## config.mk

```make
export PLATFORM = sky130hd
export DESIGN_NAME = rtt_scaled_congestion_window_unit_flat
export DESIGN_NICKNAME = d
export VERILOG_FILES = /design/src/rscw_pkg.sv /design/src/rscw_req_if.sv /design/src/rscw_rsp_if.sv /design/src/rtt_scaled_congestion_window_unit.sv /design/src/flat_wrapper.sv
export VERILOG_INCLUDE_DIRS = /design/src /design/src/src
export SDC_FILE = /design/constraint.sdc
export NUM_CORES = 2
export LEC_CHECK = 0
export ABC_AREA = 1
export BUFFER_PORTS_ARGS = -buffer_cell sky130_fd_sc_hd__buf_2
export CORE_MARGIN = 2
export CORE_UTILIZATION = 61
export CTS_BUF_LIST = sky130_fd_sc_hd__clkbuf_2
export DETAILED_ROUTE_END_ITERATION = 7
export PLACE_DENSITY = 0.79
export SYNTH_ARGS = -nofsm -noshare
export SYNTH_HDL_FRONTEND = slang
export SYNTH_SLANG_ARGS = --single-unit
export TNS_END_PERCENT = 5
```

## constraint.sdc

```tcl
create_clock -name clock -period 11.54 [get_ports clock]
set_input_delay 0.577 -clock clock [delete_from_list [all_inputs] [get_ports clock]]
set_output_delay 0.577 -clock clock [all_outputs]
set_load 0.02 [all_outputs]
```

## src/assert_macros.svh

```systemverilog
// assertion macros used by the rtl unit
// no dependencies; define NO_ASSERTIONS to compile them out
`ifndef ASSERT_MACROS_SVH
`define ASSERT_MACROS_SVH

`ifndef NO_ASSERTIONS

// antecedent in the same cycle implies consequent
`define ASSERT_IMPLIES(label, clk, rst, ante, cons) \
   label: assert property (@(posedge clk) disable iff (rst) (ante) |-> (cons)) \
      else $error("assertion failed: same-cycle implication");

// antecedent implies consequent in the following cycle
`define ASSERT_NEXT(label, clk, rst, ante, cons) \
   label: assert property (@(posedge clk) disable iff (rst) (ante) |=> (cons)) \
      else $error("assertion failed: next-cycle implication");

`else

`define ASSERT_IMPLIES(label, clk, rst, ante, cons)
`define ASSERT_NEXT(label, clk, rst, ante, cons)

`endif

`endif

```

## src/rscw_pkg.sv

```systemverilog
// types and codes for the rtt scaled congestion window unit
// no dependencies
package rscw_pkg;

   localparam logic [1:0] MODE_ACK  = 2'd0;
   localparam logic [1:0] MODE_RTT  = 2'd1;
   localparam logic [1:0] MODE_LOSS = 2'd2;

   typedef struct packed {
      logic [1:0]  mode;
      logic        window_limited;
      logic [15:0] acked_count;
      logic [31:0] rtt_sample_us;
      logic [31:0] window_now;
      logic [31:0] window_fraction_now;
      logic [31:0] slow_start_limit;
   } req_type;

   typedef struct packed {
      logic [31:0] window_next;
      logic [31:0] window_fraction_next;
   } rsp_type;

endpackage

```

## src/rscw_req_if.sv

```systemverilog
// request channel carrying one input item
// depends on rscw_pkg
interface rscw_req_if;
   logic             valid;
   logic             ready;
   rscw_pkg::req_type payload;

   modport source (output valid, output payload, input ready);
   modport sink   (input valid, input payload, output ready);
endinterface

```

## src/rscw_rsp_if.sv

```systemverilog
// response channel carrying one result item
// depends on rscw_pkg
interface rscw_rsp_if;
   logic             valid;
   logic             ready;
   rscw_pkg::rsp_type payload;

   modport source (output valid, output payload, input ready);
   modport sink   (input valid, input payload, output ready);
endinterface

```

## src/rtt_scaled_congestion_window_unit.sv

```systemverilog
// Congestion window update scaled by round-trip time. Every item but an ack in
// congestion avoidance is answered from the output register in the cycle after
// acceptance. For such an ack one shared 33-bit subtractor runs a 32-step
// restoring divide (peak / latest), a combinational 32x32 multiply, a 16-step
// square root and a second 32-step divide (root / window) under a small
// sequencer. The unit takes one item at a time; a result waits in an output
// register, and a new item is accepted only when that register is free or read.
// depends on rscw_pkg, rscw_req_if, rscw_rsp_if and assert_macros.svh
`include "assert_macros.svh"

module rtt_scaled_congestion_window_unit (
   input  logic        clock,
   input  logic        reset,
   rscw_req_if.sink    req_chan,
   rscw_rsp_if.source  rsp_chan
);

   localparam logic [2:0] ST_IDLE = 3'd0;
   localparam logic [2:0] ST_DIV1 = 3'd1;
   localparam logic [2:0] ST_MUL  = 3'd2;
   localparam logic [2:0] ST_SQRT = 3'd3;
   localparam logic [2:0] ST_DIV2 = 3'd4;
   localparam logic [2:0] ST_DONE = 3'd5;

   logic [2:0]  state_ff, state_in;
   logic [4:0]  count_ff, count_in;
   logic [31:0] peak_ff, peak_in;
   logic [31:0] latest_ff, latest_in;
   logic [31:0] win_ff, win_in;
   logic [31:0] cnt_ff, cnt_in;
   logic [31:0] q_ff, q_in;
   logic [31:0] rem_ff, rem_in;
   logic [31:0] divisor_ff, divisor_in;
   logic [31:0] bit_ff, bit_in;
   logic        rsp_valid_ff, rsp_valid_in;
   rscw_pkg::rsp_type rsp_payload_ff, rsp_payload_in;

   rscw_pkg::req_type req;
   logic        accept;
   logic [32:0] sub_a, sub_b;
   logic [33:0] sub_diff;
   logic        sub_borrow;
   logic [31:0] product;
   logic [31:0] rtt_inc;
   logic [32:0] ss_sum;
   logic [31:0] cnt_sum;

   assign req    = req_chan.payload;
   assign req_chan.ready = (state_ff == ST_IDLE) && (!rsp_valid_ff || rsp_chan.ready);
   assign accept = req_chan.valid && req_chan.ready;

   assign rsp_chan.valid   = rsp_valid_ff;
   assign rsp_chan.payload = rsp_payload_ff;

   // shared subtractor: divide step or square-root step
   always_comb begin
      if (state_ff == ST_SQRT) begin
         sub_a = {1'b0, rem_ff};
         sub_b = {1'b0, q_ff + bit_ff};
      end else begin
         sub_a = {rem_ff, q_ff[31]};
         sub_b = {1'b0, divisor_ff};
      end
   end
   assign sub_diff   = {1'b0, sub_a} - {1'b0, sub_b};
   assign sub_borrow = sub_diff[33];

   assign product = q_ff * win_ff;
   assign rtt_inc = (req.rtt_sample_us == 32'hFFFF_FFFF) ? 32'hFFFF_FFFF
                                                         : req.rtt_sample_us + 32'd1;
   assign ss_sum  = {1'b0, req.window_now} + {17'd0, req.acked_count};
   assign cnt_sum = cnt_ff + q_ff;

   always_comb begin
      state_in       = state_ff;
      count_in       = count_ff;
      peak_in        = peak_ff;
      latest_in      = latest_ff;
      win_in         = win_ff;
      cnt_in         = cnt_ff;
      q_in           = q_ff;
      rem_in         = rem_ff;
      divisor_in     = divisor_ff;
      bit_in         = bit_ff;
      rsp_valid_in   = rsp_valid_ff && !rsp_chan.ready;
      rsp_payload_in = rsp_payload_ff;

      case (state_ff)
         ST_IDLE: begin
            if (accept) begin
               // echo by default, overridden below
               rsp_payload_in.window_next          = req.window_now;
               rsp_payload_in.window_fraction_next = req.window_fraction_now;
               rsp_valid_in = 1'b1;
               case (req.mode)
                  rscw_pkg::MODE_RTT: begin
                     latest_in = rtt_inc;
                     if (rtt_inc > peak_ff || peak_ff == 32'd0) begin
                        peak_in = rtt_inc;
                     end
                  end
                  rscw_pkg::MODE_LOSS: begin
                     peak_in = 32'd0;
                  end
                  rscw_pkg::MODE_ACK: begin
                     if (req.window_limited) begin
                        if (req.window_now < req.slow_start_limit) begin
                           rsp_payload_in.window_next =
                              (ss_sum < {1'b0, req.slow_start_limit}) ? ss_sum[31:0]
                                                                      : req.slow_start_limit;
                        end else if (req.window_now == 32'd0) begin
                           // zero window: no increment, counter clears, window becomes one
                           rsp_payload_in.window_next          = 32'd1;
                           rsp_payload_in.window_fraction_next = 32'd0;
                        end else begin
                           rsp_valid_in = rsp_valid_ff && !rsp_chan.ready;
                           win_in       = req.window_now;
                           cnt_in       = req.window_fraction_now;
                           q_in         = peak_ff;
                           rem_in       = 32'd0;
                           divisor_in   = (latest_ff == 32'd0) ? 32'd1 : latest_ff;
                           count_in     = 5'd31;
                           state_in     = ST_DIV1;
                        end
                     end
                  end
                  default: begin
                  end
               endcase
            end
         end
         ST_DIV1, ST_DIV2: begin
            if (!sub_borrow) begin
               rem_in = sub_diff[31:0];
               q_in   = {q_ff[30:0], 1'b1};
            end else begin
               rem_in = sub_a[31:0];
               q_in   = {q_ff[30:0], 1'b0};
            end
            count_in = count_ff - 5'd1;
            if (count_ff == 5'd0) begin
               state_in = (state_ff == ST_DIV1) ? ST_MUL : ST_DONE;
            end
         end
         ST_MUL: begin
            // wrapping product becomes the radicand
            rem_in   = product[31:0];
            q_in     = 32'd0;
            bit_in   = 32'h4000_0000;
            count_in = 5'd15;
            state_in = ST_SQRT;
         end
         ST_SQRT: begin
            if (!sub_borrow) begin
               rem_in = sub_diff[31:0];
               q_in   = (q_ff >> 1) + bit_ff;
            end else begin
               q_in   = q_ff >> 1;
            end
            bit_in   = bit_ff >> 2;
            count_in = count_ff - 5'd1;
            if (count_ff == 5'd0) begin
               // root stays in q for the divide by the window
               rem_in     = 32'd0;
               divisor_in = win_ff;
               count_in   = 5'd31;
               state_in   = ST_DIV2;
            end
         end
         ST_DONE: begin
            if (cnt_sum >= win_ff) begin
               rsp_payload_in.window_next          = win_ff + 32'd1;
               rsp_payload_in.window_fraction_next = 32'd0;
            end else begin
               rsp_payload_in.window_next          = win_ff;
               rsp_payload_in.window_fraction_next = cnt_sum;
            end
            rsp_valid_in = 1'b1;
            state_in     = ST_IDLE;
         end
         default: begin
            state_in = ST_IDLE;
         end
      endcase
   end

   always_ff @(posedge clock) begin
      if (reset) begin
         state_ff     <= ST_IDLE;
         count_ff     <= 5'd0;
         peak_ff      <= 32'd0;
         latest_ff    <= 32'd1;
         rsp_valid_ff <= 1'b0;
      end else begin
         state_ff     <= state_in;
         count_ff     <= count_in;
         peak_ff      <= peak_in;
         latest_ff    <= latest_in;
         rsp_valid_ff <= rsp_valid_in;
      end
   end

   always_ff @(posedge clock) begin
      win_ff         <= win_in;
      cnt_ff         <= cnt_in;
      q_ff           <= q_in;
      rem_ff         <= rem_in;
      divisor_ff     <= divisor_in;
      bit_ff         <= bit_in;
      rsp_payload_ff <= rsp_payload_in;
   end

   // the output register is always free when a long item finishes
   `ASSERT_IMPLIES(a_done_slot_free, clock, reset, state_ff == ST_DONE, !rsp_valid_ff)
   // no item is taken while the sequencer is busy
   `ASSERT_IMPLIES(a_ready_only_idle, clock, reset, req_chan.ready, state_ff == ST_IDLE)
   // the root bit stays one-hot as it walks down one position pair at a time
   `ASSERT_IMPLIES(a_sqrt_bit_onehot, clock, reset, state_ff == ST_SQRT, $onehot(bit_ff))
   // a long ack never ends without presenting its result
   `ASSERT_NEXT(a_done_gives_item, clock, reset, state_ff == ST_DONE, rsp_valid_ff)

endmodule

```

## src/flat_wrapper.sv

```systemverilog
// flat-port wrapper written by rule: the top's interface ports become plain ports
module rtt_scaled_congestion_window_unit_flat 
  (clock, reset, req_chan_valid, req_chan_payload, req_chan_ready, rsp_chan_valid, rsp_chan_payload, rsp_chan_ready);
  rscw_req_if req_chan_i ();
  rscw_rsp_if rsp_chan_i ();
  input  logic clock;
  input  logic reset;
  input wire logic [$bits(req_chan_i.valid)-1:0] req_chan_valid;
  input wire logic [$bits(req_chan_i.payload)-1:0] req_chan_payload;
  output wire logic [$bits(req_chan_i.ready)-1:0] req_chan_ready;
  output wire logic [$bits(rsp_chan_i.valid)-1:0] rsp_chan_valid;
  output wire logic [$bits(rsp_chan_i.payload)-1:0] rsp_chan_payload;
  input wire logic [$bits(rsp_chan_i.ready)-1:0] rsp_chan_ready;
  assign req_chan_i.valid = req_chan_valid;
  assign req_chan_i.payload = req_chan_payload;
  assign req_chan_ready = req_chan_i.ready;
  assign rsp_chan_valid = rsp_chan_i.valid;
  assign rsp_chan_payload = rsp_chan_i.payload;
  assign rsp_chan_i.ready = rsp_chan_ready;
  rtt_scaled_congestion_window_unit u_core (.clock(clock), .reset(reset), .req_chan(req_chan_i), .rsp_chan(rsp_chan_i));
endmodule
```

# Word-level counts from Yosys, hierarchy flattened
# Index checks and enable logic that the tools add are counted.
# totals
rom_bits	0
input_bits	151
n_memories	0
reg_bits	329
latch_bits	0
ramBits	0
# classes
muxes	62
multipliers	1
eq_ne	17
n_shift	0
n_reduce_logical	27
bitwise_logic	2
order_cmp	4
n_div	0
n_addsub	8
# op_table
operator	n
$mux 32	27
$mux 64	5
$pmux 32 s4	2
$pmux 32 s2	3
$pmux 64 s2	1
$logic_not 32->1	3
$add 32x1->32 const B	2
$add 32x32->32	2
$sub 33x32->34	1
$add 32x16->33	1
$lt 33x32->1	1
$mux 33	1
$add 31x32->32	1
$eq 32x32->1 const B	1
$ge 32x32->1	1
$gt 32x32->1	1
$lt 32x32->1	1
$mul 32x32->32	1
$mux 5	6
$mux 3	8
$reduce_and 7->1	3
$pmux 5 s4	1
$pmux 3 s4	1
$reduce_and 6->1	2
other kinds (24)	45

# Logic depth before layout (Yosys ltp)
# logic_depth
ltp_word	8
depth_mapped	36
mapped_depth_nobuf	33

# Worst setup path before layout
# Ideal clock, no wire load.
# synth_path
kind	register to register
from	reg u_core.win_ff[5]
to	reg u_core.rem_ff[26] (data pin)
arrival_ns	6.464
setup_ns	0.268
setup_slack_ns	4.809
period_less_slack_ns	6.731
stages_incl_launch_ff	30
n_path_buf	2
path_cell_list	edfxtp_1 > clkbuf_1 > buf_1 > nand2_1 > inv_1 > fa_1 > fa_1 > fa_1 > inv_1 > fa_1 > inv_1 > fa_1 > inv_1 > fa_1 > inv_1 > fa_1 > fa_1 > ha_1 > nand2_1 > nor2_1 > and3_1 > nand4_1 > nand3_1 > nand3_1 > nand2_1 > nand2_1 > nand2_1 > a21oi_1 > o21ai_0 > o211ai_2
# synth_between
elab_chain_cells	2
# synth_rtl
item	line	source
from (decl)	rtt_scaled_congestion_window_unit.sv:29	logic [31:0] win_ff, win_in;
from (signal assigned)	rtt_scaled_congestion_window_unit.sv:204	win_ff <= win_in;
$mul 32x32->32	rtt_scaled_congestion_window_unit.sv:68	assign product = q_ff * win_ff;
$pmux 32 s4	rtt_scaled_congestion_window_unit.sv:88	case (state_ff)
via u_core.rem_in[26]	rtt_scaled_congestion_window_unit.sv:32	logic [31:0] rem_ff, rem_in;
to (signal assigned)	rtt_scaled_congestion_window_unit.sv:207	rem_ff <= rem_in;
to (decl)	rtt_scaled_congestion_window_unit.sv:32	
# The timed path passes the listed nets, and every way through them passes these cells.
# A chain may end at the register's enable or synchronous reset.

# Worst setup path after layout
# layout_path
from	reg u_core.win_ff[6]
to	reg u_core.rem_ff[31] (data pin)
# The elaborated chain is that of the path after synthesis.

==> impl_metrics.yaml <==
status:
  status: "finished clean"
final_layout:
  final_cell_mix: "nand2_1 (1531), inv_1 (1182), fa_1 (411)"
  synthToLayoutAreaGrowth_pct: 8.18
  nets: 7143
  final_cells: 7236
  final_common_cell: "nand2_1"
  drive_gt1_share_pct: 8.20
  fillCellCount: 6375
routing:
  m1WireLength_um: 57800
  wl_met2_um: 70400
  routedWlPerCell_um: 21.2
  firstDrtPassIters: 7
  met3_wirelength_um: 15300
  drc: 0
  top_layer: "met4"
  vias: 42400
  wl_um: 153000
  ant_nets: 0
  via_per_inst: 5.86
  drt_iter0_drc: 4644
worst_setup_path:
  critical-path-top-delay-family: "adder cells"
  slowest_stage: "edfxtp_1"
  reg2reg_slack_ps: 4010
  crit_buf_inv: 6
  crit_path_frequent_cell: "fa_1"
  required_ps: 12360
  crit_path_end_kind: "register"
  critPathKind: "register to register"
  cp.arrival_ps: 8350
  critPathMaxFanout: 29
  start_kind: "register"
  critPathMaxStageDelay_ps: 1220
logic_synthesis:
  synth.top_cell.area_share_pct: 18.7
  synth_edf_count: 240
  async_flop_share_pct: 0
  syn_area_per_cell_um2: 7.34
  synthesis.nets: 6918
  synth_ff_type: "edfxtp_1"
  ys_types: 70
  yosysTopAreaCell: "fa_1"
  ys_seq_area_share_pct: 19.7
  ys_warn_count: 0
  syn_inst: 5991
  synth-seq-cells: 313
  synth_area_um2: 44000
  synth_area_leaders: "fa_1 (19%), edfxtp_1 (16%), nand2_1 (13%)"
cts:
  cts_tree: "yes"
  cts_buffers: 81
  path_clk_slew_ps: 100
  clock_sinks: 313
  post_cts_resized: 0
  cts_buffer_depth: 3
  worstSkewPairLatency_ps: 1200
  cts_root_buf: "clkbuf_2"
  cts_max_level: 3
place:
  dp_hpwl_um: 116000
  dp.cells: 6971
  port_buffers: 216
  place_ws_ps: 4170
  gp_congestion: 1.02
timing:
  finalSetupTns_ps: 0
  rsz0062_at_grt: "no"
  setup_viol: 0
  worstMarginPinSlew_ps: 1300
  slew_headroom_pct: 13.2
  drv_slew: 0
  min_period_ps: 7530
  finalWorstSetupSlack_ps: 4010
  skew_ps: 194
  post-route-period-util_pct: 65.2
  fmax_ghz: 0.133
  finalHoldViolCount: 0
grt:
  grt_overflow_total: 0
  antenna_found_initial: 4
  grt_pass1_wl_um: 235000
  grt.total_usage_pct: 41.2
  grt_pass1_vias: 41500
  grt_max_degree: 91
floorplanning:
  core_area_um2: 71400
  start_util_pct: 61.6
  io_pins: 217
  die_x_um: 272
  die_area_um2: 74200
  rows: 98
  die_h_um: 272
flow_run:
  max_cap_violations: 0
worst_hold_path:
  hold_class: "input port to register"
final timing paths:
check             cells past startpoint                   from              endpoint
hold reg to reg                       2     u_core.count_ff[2]    u_core.count_ff[2]
hold / removal                        6  req_chan_payload[111]  u_core.latest_ff[19]
setup reg to reg                     26       u_core.win_ff[6]     u_core.rem_ff[31]
setup / recovery                     26       u_core.win_ff[6]     u_core.rem_ff[31]
Yosys cell counts (46+ instances only):
| master | count |
|---|---|
| xnor2_1 | 62 |
| nor2_1 | 307 |
| clkbuf_1 | 150 |
| nand4_1 | 63 |
| nand3_1 | 295 |
| xor2_1 | 130 |
| nor4_1 | 46 |
| o21ai_0 | 301 |
| nor3_1 | 64 |
| nand2_1 | 1535 |
| a21oi_1 | 301 |
| dfxtp_1 | 73 |
| inv_1 | 1182 |
| fa_1 | 411 |
| ha_1 | 365 |
| edfxtp_1 | 240 |
worst register-to-register path, delay by kind of cell, from the launching register on:
family / cells / cell delay (ps)
AO/OA/AOI/OAI: 2 / 270
adder cells (fa/ha/maj): 9 / 4210
buffers and inverters: 6 / 420
flip-flops: 1 / 1220
AND/OR/NAND/NOR: 9 / 1210
logic make-up after synthesis:
| group | after synthesis | synth area share (%) |
|---|---|---|
| compound gates | 844 | 11.0 |
| flops | 313 | 19.7 |
| fa+ha+maj | 776 | 29.1 |
| mux | 6 | 0.137 |
| simple gates | 2417 | 23.5 |
| xor+xnor | 192 | 3.83 |
| buf+inv | 1443 | 12.7 |
area by class of cell:
type                       count  area, um2  share of cell area, %
clock buffer                 115        576                   1.21
tap                          950       1190                   2.50
multi-input combinational   4235      29700                   62.5
sequential                   313       8670                   18.2
antenna                        8       20.0                 0.0421
clock inverter                30        210                  0.442
inverter                    1196       4500                   9.46
timing repair buffer         389       2660                   5.59
layer usage:
layer / vias up / GRT usage (%)
met5: - / 0
met4: 0 / 22.8
met3: 484 / 5.82
met2: 2422 / 67.0
met1: 20000 / 53.1
li1: 19500 / -
sequential cells by signal (all words and copies together), names as in the netlist:
register,flops
u_core.bit_ff,16
u_core.count_ff,5
u_core.win_ff,32
u_core.divisor_ff,32
u_core.q_ff,32
u_core.cnt_ff,32
u_core.state_ff,3
u_core.rem_ff,32
u_core.latest_ff,32
u_core.peak_ff,32
u_core.rsp_chan.payload,64
u_core.rsp_chan.valid,1
stage by stage:
stage	cell area [um2]	hold WS (ps)	util (%)
detailed placement	45600	480	63.9
finish	47500	45.7	66.6
global route	47500	52.6	66.6
CTS	47500	1.68	66.6
global placement	45600	475	63.9
floorplan	44000	454	-
timing repair:
action | 4_1_cts | 5_1_grt
endpoints found under the hold margin | 171 | 0
buffers inserted | 0 | 0
hold buffers | 112 | 0
Power is left out: the tool's default activity adds up to more than one toggle a clock period on the data nets, which glitch-free logic cannot reach.
